$ cat src/sv/lphi_pkg.sv
// Shared types and constants for the linear probing hash insert block.
`timescale 1ns / 1ps

package lphi_pkg;

  // Operation carried by an input item
  typedef enum logic {
    OP_INSERT = 1'b0,
    OP_READ   = 1'b1
  } op_t;

  // Status carried by a result item
  typedef enum logic [1:0] {
    ST_STORED = 2'd0,
    ST_FULL   = 2'd1,
    ST_READ   = 2'd2
  } status_t;

  localparam int KEY_W  = 31;
  localparam int SLOT_W = 3;

  typedef struct packed {
    op_t               op;
    logic [KEY_W-1:0]  key;
    logic [SLOT_W-1:0] slot;
  } in_item_t;

  typedef struct packed {
    status_t           status;
    logic [SLOT_W-1:0] slot_index;
    logic              slot_used;
    logic [KEY_W-1:0]  key_out;
  } out_item_t;

endpackage

$ cat src/sv/linear_probing_hash_insert_core.sv
// Open-addressing hash table with linear probing, one item at a time.
//
// Input channel in_valid/in_stall/in_data carries an insert (key) or a read
// (slot). Each item gives exactly one result on out_valid/out_stall/out_data.
// An insert first works out key modulo SLOTS in a remainder unit by
// reciprocal multiplication, then probes one slot a cycle from the home
// slot, wrapping, until it finds a free one or has seen every slot (a full
// result). An insert probes 1 to SLOTS slots; a read goes through the
// registered key memory. in_stall is high from accept until the result is
// loaded into the output register, so the block takes no new item before
// it is through with the last one. The output register holds the result
// while out_stall is high; the next item is accepted meanwhile, and its
// result waits in the block until the output register frees.
// Reset clears the table (all slots free) and the result channel at once;
// key storage is not cleared, free slots read back as zero.
`timescale 1ns / 1ps

module linear_probing_hash_insert_core #(
  parameter int SLOTS = 8
) (
  input  logic                clk,
  input  logic                rst,
  input  logic                in_valid,
  output logic                in_stall,
  input  lphi_pkg::in_item_t  in_data,
  output logic                out_valid,
  input  logic                out_stall,
  output lphi_pkg::out_item_t out_data
);
  import lphi_pkg::*;

  localparam int IW = $clog2(SLOTS);
  localparam int AW = IW + SLOT_W;
  localparam logic [IW-1:0] LastSlot = IW'(SLOTS - 1);
  localparam logic [AW-1:0] SlotsExt = AW'(SLOTS);

  typedef enum logic [2:0] {
    S_IDLE,
    S_MOD,
    S_PROBE,
    S_RDMEM,
    S_RDOUT,
    S_HOLD
  } state_t;

  state_t            state;
  logic [KEY_W-1:0]  key_q;
  logic [IW-1:0]     pos;
  logic [IW-1:0]     pcnt;
  logic [IW-1:0]     rd_addr;
  logic              rd_hit;
  logic [SLOT_W-1:0] rd_slot;
  logic [KEY_W-1:0]  rd_data;
  logic              rd_used;
  out_item_t         pend;
  logic [SLOTS-1:0]  valid;
  logic [KEY_W-1:0]  mem [SLOTS];

  logic              accept;
  logic              mod_start;
  logic              mod_done;
  logic [IW-1:0]     mod_rem;
  logic              wr_en;
  logic [AW-1:0]     slot_ext;
  logic [AW-1:0]     pos_ext;

  assign in_stall  = (state != S_IDLE);
  assign accept    = in_valid && !in_stall;
  assign mod_start = accept && (in_data.op == OP_INSERT);
  assign wr_en     = (state == S_PROBE) && !valid[pos];
  assign slot_ext  = AW'(in_data.slot);
  assign pos_ext   = AW'(pos);
  assign rd_used   = rd_hit && valid[rd_addr];

  // Home slot
  lphi_mod_unit #(
    .SLOTS(SLOTS)
  ) u_mod (
    .clk  (clk),
    .rst  (rst),
    .start(mod_start),
    .key  (in_data.key),
    .done (mod_done),
    .rem  (mod_rem)
  );

  // Key store: one write port, one registered read port
  always_ff @(posedge clk) begin
    if (wr_en) begin
      mem[pos] <= key_q;
    end
    rd_data <= mem[rd_addr];
  end

  // Sequencer, slot valid bits and output register
  always_ff @(posedge clk) begin
    if (rst) begin
      state     <= S_IDLE;
      valid     <= '0;
      out_valid <= 1'b0;
    end else begin
      // drop the shown item once taken, unless a held result replaces it
      if (out_valid && !out_stall && (state != S_HOLD)) begin
        out_valid <= 1'b0;
      end
      unique case (state)
        S_IDLE: begin
          if (accept) begin
            key_q <= in_data.key;
            if (in_data.op == OP_READ) begin
              rd_addr <= slot_ext[IW-1:0];
              rd_hit  <= (slot_ext < SlotsExt);
              rd_slot <= in_data.slot;
              state   <= S_RDMEM;
            end else begin
              state <= S_MOD;
            end
          end
        end
        S_MOD: begin
          if (mod_done) begin
            pos   <= mod_rem;
            pcnt  <= '0;
            state <= S_PROBE;
          end
        end
        S_PROBE: begin
          // claim a free slot, or advance with wrap until every slot is seen
          if (!valid[pos]) begin
            valid[pos]      <= 1'b1;
            pend.status     <= ST_STORED;
            pend.slot_index <= pos_ext[SLOT_W-1:0];
            pend.slot_used  <= 1'b0;
            pend.key_out    <= '0;
            state           <= S_HOLD;
          end else if (pcnt == LastSlot) begin
            pend.status     <= ST_FULL;
            pend.slot_index <= '0;
            pend.slot_used  <= 1'b0;
            pend.key_out    <= '0;
            state           <= S_HOLD;
          end else begin
            pos  <= (pos == LastSlot) ? '0 : pos + 1'b1;
            pcnt <= pcnt + 1'b1;
          end
        end
        S_RDMEM: begin
          state <= S_RDOUT;
        end
        S_RDOUT: begin
          pend.status     <= ST_READ;
          pend.slot_index <= rd_slot;
          pend.slot_used  <= rd_used;
          pend.key_out    <= rd_used ? rd_data : '0;
          state           <= S_HOLD;
        end
        S_HOLD: begin
          // hold the result until the output register is free
          if (!out_valid || !out_stall) begin
            out_data  <= pend;
            out_valid <= 1'b1;
            state     <= S_IDLE;
          end
        end
        default: begin
          state <= S_IDLE;
        end
      endcase
    end
  end

  // Slots are only ever claimed between resets
  a_valid_grows: assert property (@(posedge clk) disable iff (rst)
    $past(!rst) |-> $countones(valid) >= $countones($past(valid)))
    else $error("slot valid bit cleared outside reset");

  // A full result means every slot is in use
  a_full_means_full: assert property (@(posedge clk) disable iff (rst)
    out_valid && (out_data.status == ST_FULL) |-> &valid)
    else $error("full status with a free slot");

  // A key write ends the probe with a stored result
  a_write_ends_probe: assert property (@(posedge clk) disable iff (rst)
    wr_en |=> (state == S_HOLD) && (pend.status == ST_STORED))
    else $error("probe continued after key write");

  // Probe never runs past the table size
  a_probe_bound: assert property (@(posedge clk) disable iff (rst)
    (state == S_PROBE) |-> (pcnt <= LastSlot))
    else $error("probe count beyond table size");

endmodule

$ cat src/sv/lphi_mod_unit.sv
// Remainder unit: key modulo SLOTS by reciprocal multiplication.
`timescale 1ns / 1ps

module lphi_mod_unit #(
  parameter int SLOTS = 8
) (
  input  logic                       clk,
  input  logic                       rst,
  input  logic                       start,
  input  logic [lphi_pkg::KEY_W-1:0] key,
  output logic                       done,
  output logic [$clog2(SLOTS)-1:0]   rem
);
  import lphi_pkg::*;

  localparam int IW = $clog2(SLOTS);
  // Rounded-up reciprocal with this shift gives the exact quotient for every key
  localparam int SH = KEY_W + IW;
  localparam int MW = KEY_W + 1;
  localparam int PW = SH + IW;
  localparam logic [63:0] RecipFull = ((64'd1 << SH) + 64'(SLOTS) - 64'd1) / 64'(SLOTS);
  localparam logic [MW-1:0] Recip = RecipFull[MW-1:0];
  localparam logic [IW-1:0] SlotsLow = IW'(SLOTS);

  logic          busy;
  logic [IW-1:0] quot_next;
  logic [IW-1:0] quot_low;
  logic [IW-1:0] key_low;

  // Low bits of the quotient
  assign quot_next = IW'((PW'(key) * PW'(Recip)) >> SH);

  // Pass start through busy into done
  always_ff @(posedge clk) begin
    if (rst) begin
      busy <= 1'b0;
      done <= 1'b0;
    end else begin
      busy <= start;
      done <= busy;
    end
  end

  // Key minus quotient times SLOTS; the remainder fits in the low bits
  always_ff @(posedge clk) begin
    if (start) begin
      quot_low <= quot_next;
      key_low  <= key[IW-1:0];
    end
    if (busy) begin
      rem <= key_low - quot_low * SlotsLow;
    end
  end

endmodule

$ cat config.mk
export PLATFORM = sky130hd
export DESIGN_NAME = linear_probing_hash_insert_core
export DESIGN_NICKNAME = d
export VERILOG_FILES = /design/src/sv/lphi_pkg.sv /design/src/sv/linear_probing_hash_insert_core.sv /design/src/sv/lphi_mod_unit.sv
export SDC_FILE = /design/constraint.sdc
export NUM_CORES = 1
export LEC_CHECK = 0
export ABC_CLOCK_PERIOD_IN_PS = 6900
export BUFFER_PORTS_ARGS = -buffer_cell sky130_fd_sc_hd__buf_2
export CAP_MARGIN = 30
export CORE_MARGIN = 5
export CORE_UTILIZATION = 37
export DETAILED_ROUTE_END_ITERATION = 16
export PLACE_DENSITY = 0.5
export SETUP_SLACK_MARGIN = 0.1
export SLEW_MARGIN = 5
export SYNTH_ARGS = -nofsm -noshare
export SYNTH_HDL_FRONTEND = slang
export SYNTH_SLANG_ARGS = --single-unit
$ cat constraint.sdc
create_clock -name clk -period 6.9 [get_ports clk]
set_input_delay 2.07 -clock clk [delete_from_list [all_inputs] [get_ports clk]]
set_output_delay 2.07 -clock clk [all_outputs]
set_load 0.02 [all_outputs]
# [Word-level counts from Yosys, hierarchy flattened]
# Memory sizes are Yosys's and may differ from the RTL's. A register that Yosys moved wholly into a read port is not among the register bits.
# Index checks and enable logic that the tools add are counted.
[word_totals] regBits=135 ramBits=248 in_bits=39 memories=1
[mem_list] memory="mem" depth=8 word_bits=31 rd=1 rd_clocked_by_memory_dff=1 wr=1 line="linear_probing_hash_insert_core.sv:57" rtl="logic [KEY_W-1:0] mem [SLOTS];"
[classes] addsub=2 n_lt_le_gt_ge=4 eq_ne=14 mux=31 n_bitwise=4 n_reduce_logical=23
[op_table] op="$mux 37" n=2
[op_table] op="$pmux 37 s2" n=1
[op_table] op="$mux 3" n=12
[op_table] op="$mux 31" n=1
[op_table] op="$pmux 3 s6" n=1
[op_table] op="$eq 3x3->1 const B" n=4
[op_table] op="$lt 3x4->1 const B" n=3
[op_table] op="$pmux 3 s2" n=2
[op_table] op="$reduce_and 3->1" n=3
[op_table] op="$mux 1" n=8
[op_table] op="$or 8x8->8" n=1
[op_table] op="$reduce_and 4->1" n=2
[op_table] op="$logic_and 1x1->1" n=7
[op_table] op="$add 3x1->3 const B" n=2
[op_table] op="$bmux 1 s3" n=2
[op_table] op="$eq 3x2->1 const B" n=2
[op_table] op="$ne 2x2->1 const B" n=3
[op_table] op="$reduce_and 5->1" n=1
[op_table] op="$logic_not 1->1" n=4
[op_table] op="$ne 2x1->1 const B" n=2
[op_table] op="$reduce_bool 2->1" n=2
[op_table] op="$demux 1 s3" n=1
[op_table] op="$eq 3x1->1 const B" n=1
[op_table] op="$ge 3x1->1 const B" n=1
[op_table] op="other kinds (8)" n=10

# [Depth between registers and ports, before layout]
# Gate-level depths: netlist of the first run.
[depth] word_depth=6 mapped_depth=6

# [Modules after synthesis]
# From an unflattened synthesis of the first run, not the netlist that was laid out.
[unflattened] hier_cells=674 hier_area_um2=15046.9
[modules_own_cells] module="linear_probing_hash_insert_core" instances=1 cells_each=664 area_each_um2=14814.2
[modules_own_cells] module="lphi_mod_unit" instances=1 cells_each=10 area_each_um2=232.7

# [Least setup slack after synthesis of the first run]
# Ideal clock, no wire load.
[synth_path] path_kind="input to register" start="in rst" end="reg out_data[0] (netlist name) (enable)" arrival_ns=5.049 required_ns=6.415 slack_ns=1.366 cell_stages=2 path_cell_list="clkbuf_1 > nor3b_1"
[synth_via] elab_chain_len=2
[synth_lines] item="start: declaration" line="linear_probing_hash_insert_core.sv:22" rtl="input logic rst,"
[synth_lines] item="$not 1->1 (no source line)"
[synth_lines] item="$reduce_and 3->1 (no source line)"
[synth_lines] item="end signal: assignment" line="linear_probing_hash_insert_core.sv:160" rtl="out_data <= pend;"
[synth_lines] item="end: declaration" line="linear_probing_hash_insert_core.sv:28" rtl="output lphi_pkg::out_item_t out_data"
# Every way passes these cells.
# A chain may end at the register's enable or synchronous reset.

# [Worst setup path in the final report of the first run]
[layout_path] start="reg state[0]" end="out in_stall"
[layout_via] elab_chain_len=1
[layout_lines] item="start: declaration" line="linear_probing_hash_insert_core.sv:46" rtl="state_t state;"
[layout_lines] item="start signal: assignment" line="linear_probing_hash_insert_core.sv:98" rtl="state <= S_IDLE;"
[layout_lines] item="start signal: assignment" line="linear_probing_hash_insert_core.sv:114" rtl="state <= S_RDMEM;"
[layout_lines] item="start signal: assignment" line="linear_probing_hash_insert_core.sv:116" rtl="state <= S_MOD;"
[layout_lines] item="$reduce_bool 3->1" line="linear_probing_hash_insert_core.sv:67" rtl="assign in_stall = (state != S_IDLE);"
[layout_lines] item="end: declaration" line="linear_probing_hash_insert_core.sv:24" rtl="output logic in_stall,"
# Every way passes these cells.

==> metrics.md, run 1 <==
| Metric | Value |
|---|---|
| Count of pins over their slew limit | 0 |
| Crit path DAT | about 1700 ps |
| Tightest Pin Transition | around 870 ps |
| Die area | roughly 44,000 um2 |
| Clock H-tree levels | 2 |
| Clk buf depth | 3 |
| Vias in the first global route | roughly 7,100 |
| Global-route wire length before repair | about 45,000 um |
| Core Util, Final | a little over two fifths |
| Io pins | 78 |
| Unique masters post-synth | 39 |
| Worst Min Path Start | pend[26] |
| PwrDens | just over 300 nW/um2 |
| Endpoints failing hold | 0 |
| Hold_buf cts | 0 |
| GRT Resource Usage Total | between 10% and 20% |
| RSZ-0062 raised after global routing | false |
| Max Fclk | 264 MHz |
| Grt ovf | 0 |
| Final setup violation count | 0 |
| DP HPWL | 16,000 um |
| Final WS setup | ~3100 ps |
| Post-synth EDFFs | between 300 and 400 |
| RePlAce Congestion | 0.730 |
| CP startpoint | state[0] |
| Main flop type after synthesis | edfxtp_1 |
| Worst setup SP type | flop |
| Setup_tns | 0 ps |
| Clk sinks | between 400 and 500 |
| Clk slew on worst S/H paths | ~60 ps |
| Worst r2r src | state[0] |
| Via/cell ratio | slightly below 5 |
| Met1 usage | about 17% |
| Max-cap violations | 0 |
| Worst setup EP type | output port |
| Pre-antenna DRT Iters | 4 |
| Final #Nets | 828 |
| Mapped Area | approximately 15,000 um2 |
| Residual DRC | 0 |
| DR WL/cell | 22.1 um |
| Routed Wire Length | around 30,000 um |
| Routed via count | between 6,000 and 7,000 |
| Post-Place Worst Slack | about 3400 ps |
| Grt met2 use | between 20% and 30% |
| GRT met3 Usage | between 2 and 3% |
| Cells after Synth | about 670 |
| Syn Nets | slightly above 700 |
| Avg Inst Size Synth | between 20 and 25 um2 |
| DRT iter0 DRCs | between 300 and 400 |
| Critical setup path kind | reg -> out |
| Worst rel slew slack | 41.7% |
| CTS tree | yes |
| FP Rows | 73 |
| Clock latency on the worst-skew pair | approximately 550 ps |
| Layout cells sized above 1 | approximately 36% |
| Remaining antenna violation count | 0 |
| # resized after CTS | 0 |
| Root Buffer | clkbuf_16 |
| Core outline area | approximately 40,000 um2 |
| N_diodes | 0 |
| Synth Register Bits | just over 400 |
| Status | finished, final reports clean |
| # Post-CTS Setup Buffers | 0 |
| Area growth syn-to-layout | 16.9% |
| Sequential fraction of the synthesis area | between 80% and 90% |
| Die X | 211 um |
| Post-synth ARST share | 0% |
| Buffers on Ports | between 70 and 80 |
| # fillers | between 3,000 and 4,000 |
| Grt peak-use layer | met2 |
| Largest net degree at the start of global routing | 44 |
| Final Skew | 16.4 ps |
| Synth warn | 0 |
| Worst EP required | slightly below 5000 ps |
| Peak supply drop | approximately 0.00019 V |
| Final worst path period need | about 3800 ps |
| Initial Utilization | roughly 37% |
| Initial antenna violation count | 0 |
| Num CTS Buffers | 44 |
| Die span in y | approximately 210 um |
| Tcrit/Tclk final | about 55% |
| Class of the worst hold path | reg -> reg |
| Crit path max fanout | 17 |
| LEAKAGE | roughly 5.7 nW |
==> cell usage in the layout (no fill, tap or decap), drive strengths merged <==
cell,count
mux2i,3
nand2b,2
nor3b,2
o21ai,4
clkbuf,51
nor2,14
nand3,1
bufinv,3
clkinvlp,4
inv,8
ha,4
nand3b,2
or2b,1
o21a,6
clkinv,21
nor3,9
o31ai,1
mux4,66
nor2b,2
or3,1
a31oi,2
buf,100
and2,35
edfxtp,368
a21oi,9
nor4b,2
o22ai,1
nand2,15
mux2,33
nor4,4
dfxtp,45
a2111oi,2
==> worst max-delay path, cell delays in order (launching register included) <==
cell	delay (ps)
dfxtp_1	750
nor3_1	160
inv_1	90
buf_2	170
==> per-layer routing <==
metal | up-vias | share of wire, %
met3 | 47 | 4.2
met4 | 0 | 2.4
met2 | 136 | 50
met1 | 3428 | 43
met5 | - | 0
li1 | 2930 | -
==> synthesized netlist by cell type, types with 2 or more instances <==
cell type / number / area [um2]
edfxtp_1: 368 / 11100
nor3b_1: 2 / 15.0
mux2_2: 33 / 372
a21oi_1: 9 / 45.0
and2_4: 20 / 175
nand2b_1: 2 / 12.5
and2_1: 15 / 93.8
nor2b_1: 2 / 12.5
o21ai_0: 4 / 20.0
clkbuf_1: 11 / 41.3
buf_4: 8 / 60.1
mux2i_4: 2 / 45.0
a31oi_1: 2 / 12.5
nor4b_2: 2 / 30.0
inv_1: 4 / 15.0
nand2_1: 15 / 56.3
dfxtp_1: 45 / 901
nand3b_1: 2 / 15.0
buf_2: 4 / 20.0
mux4_1: 3 / 78.8
nor2_1: 14 / 52.6
nor3_1: 8 / 40.0
ha_1: 4 / 50.1
o21a_1: 6 / 45.0
nor4_2: 2 / 25.0
mux4_2: 63 / 1420
buf_6: 7 / 78.8
==> where the power goes <==
group          internal [W]  leakage (nW)  switching, W  total [W]
sequential          0.00280          3.71     0.0000462    0.00284
clock               0.00132         0.671      0.000932    0.00225
combinational     0.0000681          1.35      0.000103   0.000171
==> final timing paths <==
path              depth (start not counted)      endpoint  slack (ps)
setup / recovery                          3      in_stall        3110
hold / removal                            0  out_data[26]         420
setup reg to reg                          4     mem[4][8]        4100
hold reg to reg                           0  out_data[26]         420
==> state kept, by name, summed over array words and instances, names as in the netlist <==
signal         flops
pcnt               3
rd_slot            3
mem              248
u_mod.key_low      3
key_q             31
pend              37
u_mod.done         1
valid              8
pos                3
u_mod.busy         1
out_data          37
rd_data           31
out_valid          1
u_mod.rem          3
state              3
==> cell type report <==
| type | instances | area [um2] | area share (%) |
|---|---|---|---|
| clock buffer | 51 | 1160 | 6.65 |
| clock inverter | 31 | 233 | 1.34 |
| inverter | 5 | 18.8 | 0.108 |
| multi-input combinational | 221 | 2820 | 16.2 |
| sequential | 413 | 12000 | 68.6 |
| tap | 525 | 657 | 3.77 |
| timing repair buffer | 100 | 591 | 3.39 |
==> cells by family after synthesis <==
family / count (synthesis) / share of synthesized area (%)
AOI/OAI and AO/OA: 25 / 1.16
and+or+nand+nor: 90 / 3.97
DFF: 413 / 80.2
buffers and inverters: 35 / 1.47
muxes: 102 / 12.9
adders and majority gates: 4 / 0.336
==> metrics by stage <==
| stage | power (W) | area [um2] | hold WS [ps] | instances |
|---|---|---|---|---|
| detailed placement | 0.00307 | 16000 | 407 | 1263 |
| floorplan | 0.00299 | 14900 | 400 | 669 |
| global route | 0.00546 | 17400 | 419 | 1346 |
| finish | 0.00526 | 17400 | 417 | 1346 |
| CTS | 0.00534 | 17400 | 416 | 1345 |
| global placement | 0.00306 | 16000 | 402 | 1262 |
No activity file was read; power rests on OpenSTA's default activity.
==> run 2, diff against run 1 <==
--- a/config.mk
+++ b/config.mk
@@ -5,13 +5,13 @@
 export SDC_FILE = /design/constraint.sdc
 export NUM_CORES = 1
 export LEC_CHECK = 0
-export ABC_CLOCK_PERIOD_IN_PS = 6900
+export ABC_CLOCK_PERIOD_IN_PS = 3000
 export BUFFER_PORTS_ARGS = -buffer_cell sky130_fd_sc_hd__buf_2
 export CAP_MARGIN = 30
 export CORE_MARGIN = 5
 export CORE_UTILIZATION = 37
 export DETAILED_ROUTE_END_ITERATION = 16
-export PLACE_DENSITY = 0.5
+export PLACE_DENSITY = 0.52
 export SETUP_SLACK_MARGIN = 0.1
 export SLEW_MARGIN = 5
 export SYNTH_ARGS = -nofsm -noshare
==> constraint.sdc (replaced) <==
create_clock -name clk -period 3 [get_ports clk]
set_input_delay 0.9 -clock clk [delete_from_list [all_inputs] [get_ports clk]]
set_output_delay 0.9 -clock clk [all_outputs]
set_load 0.02 [all_outputs]
==> run 2 against run 1 <==
Die area unchanged. Critical path depth increased by 1. First-iteration DRC count increased by 31%. Combinational power increased by 150%. Sequential cell count unchanged. Cell area increased by 0.89%. Hold slack got worse by 1.3 ps. Sequential share of layout area decreased by 0.61 points.
==> metrics.md, run 2 (same netlist as run 1, synthesis figures left out) <==
| Metric | Value |
|---|---|
| Worst EP required | 2100 ps (-2730 ps) |
| CP startpoint | state[0] |
| Pre-antenna DRT Iters | 4 (unchanged) |
| DR WL/cell | 20.8 um (-5.9%) |
| Final Power | 0.0122 W (+130%) |
| FP Rows | 73 (unchanged) |
| Crit path DAT | 1560 ps (-160 ps) |
| Cell count after placement | 1,264 (+0.079%) |
| Clock H-tree levels | 2 (unchanged) |
| CTS tree | yes |
| Biggest register | mem |
| Core outline area | 39,800 um2 (unchanged) |
| Vias in the first global route | 7,134 (+0.61%) |
| Final #Nets | 827 (-0.12%) |
| Final setup violation count | 0 (unchanged) |
| Endpoints failing hold | 0 (unchanged) |
| Via/cell ratio | 4.87 (+0.32%) |
| Layout cells sized above 1 | 36.9% (+0.87 points) |
| Die span in y | 211 um (unchanged) |
| Max Fclk | 407 MHz |
| Core Util, Final | 44.1% (+0.39 points) |
| Num CTS Buffers | 43 (-2.3%) |
| Area of the multi-input gates | 2840 um2 (+0.76%) |
| Crit path max fanout | 16 (-1) |
| Die area | 44,400 um2 (unchanged) |
| Max-cap violations | 0 (unchanged) |
| Clk slew on worst S/H paths | 60 ps (about the same) |
| Hold_buf cts | 0 (unchanged) |
| CP Capture Point | in_stall |
| GRT Resource Usage Total | 12.6% (-0.89 points) |
| Root Buffer | clkbuf_16 |
| Worst setup EP type | output port |
| Residual DRC | 0 (unchanged) |
| Status | finished, final reports clean |
| Buffers on Ports | 77 (unchanged) |
| RePlAce Congestion | 0.810 (+11%) |
| Most common library cell in the layout ignoring fill and taps | edfxtp_1 |
| FF-to-FF setup slack | 640 ps (-3460 ps) |
| Final hold slack | 416 ps (-1.27 ps) |
| Most frequent cells in the layout | 368 x edfxtp_1, 77 x buf_2, 63 x mux4_2, 45 x clkbuf_16, 45 x dfxtp_1 |
| Post-Layout Cell Count | 1,343 (-0.22%) |
| Max FFs per register | 248 (unchanged) |
| Peak supply drop | 0.000420 V (+120%) |
| # Post-CTS Setup Buffers | 0 (unchanged) |
| Worst r2r src | state[1] |
| Tightest Pin Transition | 960 ps (+88.0 ps) |
| Area growth syn-to-layout | 17.9% |
| RSZ-0062 raised after global routing | false |
| # resized after CTS | 0 (unchanged) |
| Worst R2R End | mem[6][14] |
| Count of pins over their slew limit | 0 (unchanged) |
| Remaining antenna violation count | 0 (unchanged) |
| Tcrit/Tclk final | about 80% |
| LEAKAGE | 5.77 nW (+0.75%) |
| DRT iter0 DRCs | 424 (+31%) |
| Setup_tns | 0 ps (unchanged) |
| Clk buf depth | 3 (unchanged) |
| Initial Utilization | 37.4% (unchanged) |
| Clock latency on the worst-skew pair | 530 ps (-20 ps) |
| Die X | 211 um (unchanged) |
| Initial antenna violation count | 0 (unchanged) |
| Worst hold path depth | 0 (unchanged) |
| Critical setup path kind | reg -> out |
| PwrDens | 697 nW/um2 (+130%) |
| R2R cell count | 5 (+1) |
| Global-route wire length before repair | 42,700 um (-4.1%) |
| Grt ovf | 0 (unchanged) |
| # fillers | 3,421 (-2.2%) |
| Clk sinks | 413 (unchanged) |
| Class of the worst hold path | reg -> reg |
| DP HPWL | 15,400 um (-3.5%) |
| Routed Wire Length | 27,900 um (-6.1%) |
| N_diodes | 0 (unchanged) |
| Worst setup SP type | flop |
| Io pins | 78 (unchanged) |
| Final worst path period need | between 2000 and 2500 ps |
| Largest net degree at the start of global routing | 64 (+45%) |
| Routed via count | 6,547 (+0.092%) |
| Worst rel slew slack | 36.0% (-5.7 points) |
| FF/Latch Area | 12,000 um2 (unchanged) |
| Largest regs | mem (248), out_data (37), pend (37) |
| Final Skew | 13.6 ps (-2.85 ps) |
==> run 2: changes by cell type in the layout (fill, tap and decap cells not counted), moves of 2 or more <==
cell	change
clkinv_1	-12
buf_12	+9
buf_4	-8
clkinv_2	+5
clkbuf_1	+3
inv_6	-3
bufinv_16	+2
==> run 2: how the worst min path moves through the flow <==
stage / from / end / slack (ps)
after detailed placement: pend[30] / out_data[30] / 400
after global placement: u_mod.key_low[2] / u_mod.rem[2] / 400
after global routing: pend[2] / out_data[2] / 420
final: pend[4] / out_data[4] / 420
after floorplan: pend[0] / out_data[0] / 400
after CTS: pend[22] / out_data[22] / 420
==> run 2: cell type report <==
class,count,share of cell area (%)
Sequential cell,413,68.0
Multi-Input combinational cell,221,16.1
Clock buffer,54,6.65
Timing Repair Buffer,100,3.89
Tap cell,525,3.74
Clock inverter,25,1.49
Inverter,5,0.107
==> run 2: metrics by stage <==
stage	area (um2)	setup slack, ps
final	17600	544
after global routing	17600	417
after CTS	17600	508
after detailed placement	16100	672
after global placement	16100	760
after floorplan	15000	-758
==> run 2: where the power goes <==
group          total [W]  switching (W)  leakage, nW  internal (W)
sequential       0.00652      0.0000963         3.71       0.00643
clock            0.00530        0.00210        0.694       0.00320
combinational   0.000419       0.000249         1.37      0.000170
total             0.0122        0.00245         5.77       0.00980
==> run 2: per-layer routing <==
| metal | up-vias | global-route usage, % | wire (um) |
|---|---|---|---|
| li1 | 2929 | - | - |
| met1 | 3426 | 16.4 | 11800 |
| met3 | 44 | 2.47 | 1350 |
| met5 | - | 0 | 0 |
| met4 | 0 | 3.40 | 549 |
| met2 | 148 | 21.7 | 14200 |
==> run 2: worst max-delay path: stages (launching register included) <==
cell and delay, ps:
dfxtp_1 320, buf_4 200, nor3_1 280, inv_1 70
buf_2 170
==> run 3, diff against run 2 <==
--- a/config.mk
+++ b/config.mk
@@ -5,7 +5,7 @@
 export SDC_FILE = /design/constraint.sdc
 export NUM_CORES = 1
 export LEC_CHECK = 0
-export ABC_CLOCK_PERIOD_IN_PS = 3000
+export ABC_CLOCK_PERIOD_IN_PS = 2050
 export BUFFER_PORTS_ARGS = -buffer_cell sky130_fd_sc_hd__buf_2
 export CAP_MARGIN = 30
 export CORE_MARGIN = 5
==> constraint.sdc (replaced) <==
create_clock -name clk -period 2.05 [get_ports clk]
set_input_delay 0.615 -clock clk [delete_from_list [all_inputs] [get_ports clk]]
set_output_delay 0.615 -clock clk [all_outputs]
set_load 0.02 [all_outputs]
==> run 3 against run 2 <==
Non-clock buffer count rose by 47. Clock-buffer cell count rose by 1. Power grew 46%. Wire length is 5.1% higher. Final cell count grew 3.3%. Hold slack got worse by 160 ps. Critical path depth is 2 higher. Critical path type is now reg -> reg. Via count is 0.99% higher. Largest power group unchanged. Combinational power is 98% higher. Global-route usage is 0.43 points higher. Clock skew fell by 5.4 ps. Sequential cell count unchanged.
==> metrics.md, run 3 (same netlist as run 1, synthesis figures left out) <==
| Metric | Value |
|---|---|
| Status | finished, final reports clean |
| Area growth syn-to-layout | 22.1% |
| Buffers on Ports | 77 (unchanged) |
| Initial antenna violation count | 0 (unchanged) |
| Buf/Inv on CP | 2 (-1) |
| LEAKAGE | 6.08 nW (+5.4%) |
| Area of the multi-input gates | 2900 um2 (+2.3%) |
| Tightest Pin Transition | 368 ps (-592 ps) |
| PwrDens | 981 nW/um2 (+41%) |
| Final worst path period need | between 2000 and 2500 ps |
| Clock share of power | 41.9% (-1.4 points) |
| GRT Resource Usage Total | 13.0% (+0.43 points) |
| Max Fclk | approximately 490 MHz |
| Worst rel slew slack | 75.4% (+39 points) |
| Largest regs | mem (248), out_data (37), pend (37) |
| Max stage delay on crit path | 560 ps (+240 ps) |
| Clock H-tree levels | 2 (unchanged) |
| Endpoints failing hold | 0 (unchanged) |
| DP HPWL | 15,600 um (+1.2%) |
| Worst hold path depth | 1 (+1) |
| Num CTS Buffers | 43 (unchanged) |
| RSZ-0062 raised after global routing | true |
| Slowest-stage cell, CP | mux4_2 |
| Sequential share of power | 53.4% (about the same) |
| Final #Nets | 874 (+5.7%) |
| Worst setup SP type | flop |
| Clock latency on the worst-skew pair | 530 ps (about the same) |
| Via/cell ratio | 4.77 (-2.2%) |
| Routed via count | 6,612 (+0.99%) |
| Sw frac | 20.1% (+0.15 points) |
| Count of pins over their slew limit | 0 (unchanged) |
| Post-Layout Cell Count | 1,387 (+3.3%) |
| Routed Wire Length | 29,300 um (+5.1%) |
| RePlAce Congestion | 0.745 (-8.1%) |
| Most frequent cells in the layout | 368 x edfxtp_1, 76 x buf_2, 64 x mux4_2, 48 x clkbuf_16, 42 x dfxtp_1 |
| P_sw | 0.00359 W (+47%) |
| Max FFs per register | 248 (unchanged) |
| Cell count after placement | 1,284 (+1.6%) |
| Crit-path cells | mux4_2, mux2i_4, nor4_4, nor3_4, buf_6, buf_12 |
| N_diodes | 0 (unchanged) |
| Die X | 211 um (unchanged) |
| Worst setup EP type | flop |
| Peak supply drop | 0.000644 V (+53%) |
| Grt ovf | 0 (unchanged) |
| Most common library cell in the layout ignoring fill and taps | edfxtp_1 |
| Crit path max fanout | 8 (-8) |
| Residual DRC | 0 (unchanged) |
| Final setup violation count | 0 (unchanged) |
| Worst path depth | 6 (+2) |
| # fillers | 3,409 (-0.35%) |
| DRT iter0 DRCs | 356 (-16%) |
| Initial Utilization | 37.4% (unchanged) |
| Crit path max-delay family | multiplexers |
| Hold_buf cts | 0 (unchanged) |
| FF/Latch Area | 12,000 um2 (about the same) |
| Worst EP required | 2290 ps (+190 ps) |
| Die span in y | 211 um (unchanged) |
| R2R cell count | 6 (+1) |
| Comb power frac | 4.7% (+1.3 points) |
| Clk slew on worst S/H paths | 60 ps (about the same) |
| Pre-antenna DRT Iters | 4 (unchanged) |
| Clk buf depth | 3 (unchanged) |
| Tcrit/Tclk final | a little over nine tenths |
| FP Rows | 73 (unchanged) |
| CTS tree | yes |
| Layout cells sized above 1 | 40.8% (+3.9 points) |
| Crit path DAT | 2260 ps (+700 ps) |
| Die area | 44,400 um2 (unchanged) |
| DR WL/cell | 21.1 um (+1.7%) |
| Final Power | 0.0179 W (+46%) |
| Global-route wire length before repair | 44,000 um (+2.9%) |
| Critical setup path kind | reg -> reg |
| Core outline area | 39,800 um2 (unchanged) |
| Final Skew | 8.18 ps (-5.40 ps) |
| Biggest register | mem |
| Io pins | 78 (unchanged) |
| Vias in the first global route | 7,221 (+1.2%) |
| Class of the worst hold path | in -> reg |
| Max-cap violations | 0 (unchanged) |
| Int Pwr | 0.0143 W (+46%) |
| Clk sinks | 413 (unchanged) |
| Root Buffer | clkbuf_16 |
| Remaining antenna violation count | 0 (unchanged) |
| Largest net degree at the start of global routing | 51 (-20%) |
| FF-to-FF setup slack | 30 ps (-610 ps) |
run 3: cell types whose count changed in the layout (fill, tap and decap cells not counted), sizes merged:
cell	change
buf	+41
bufbuf	+1
bufinv	-1
clkbuf	+6
clkinvlp	-4
inv	+1
run 3: power groups by stage:
stage | clock [W] | combinational, W | sequential (W)
after floorplan | 0 | 0.000438 | 0.00967
after global placement | 0 | 0.000674 | 0.00970
after detailed placement | 0 | 0.000683 | 0.00972
after CTS | 0.00772 | 0.000781 | 0.00954
after global routing | 0.00807 | 0.000898 | 0.00956
final | 0.00748 | 0.000831 | 0.00954
run 3: what timing repair did:
action                                  4_1_cts  5_1_grt
cloned                                        2        5
setup buffers                                 9       11
resized for setup                            22       12
pin swaps                                     2        9
endpoints found under the setup margin      138      106
run 3: layout make-up:
type / instances / area share, %
multi-input cells: 221 / 15.9
repair buffers: 147 / 7.20
clock inverters: 21 / 1.11
flip-flops and latches: 413 / 65.7
well taps: 525 / 3.61
clock buffers: 55 / 6.32
inverters: 5 / 0.103
run 3: worst register-to-register path, stage by stage, from the launching register on:
cell      delay, ps
edfxtp_1        400
mux4_2          560
mux2i_4         200
nor4_4           60
nor3_4          160
buf_6           180
buf_12          150
run 3: metal layers:
metal	vias up	routed length, um	track usage, %
met2	111	15000	22.4
met4	0	519	3.11
met1	3438	12600	17.1
met3	46	1180	2.61
li1	3017	-	-
met5	-	0	0
run 3: final timing paths:
kind,start,end
min reg2reg,pend[31],out_data[31]
max,pos[2],pend[14]
max reg2reg,pos[2],pend[14]
min,in_data[30],key_q[27]
run 3: through the flow:
step                instance area [um2]  setup WS (ps)  setup TNS, ps  util [%]  hold WS, ps
global placement                  16400           -132           -782      41.1          404
detailed placement                16400           -127          -1180      41.1          405
floorplan                         15100           -565        -101110         -          400
CTS                               17900          -10.9          -75.4      45.1          229
global route                      18200          -22.7           -382      45.7          232
finish                            18200           26.2              0      45.7          259
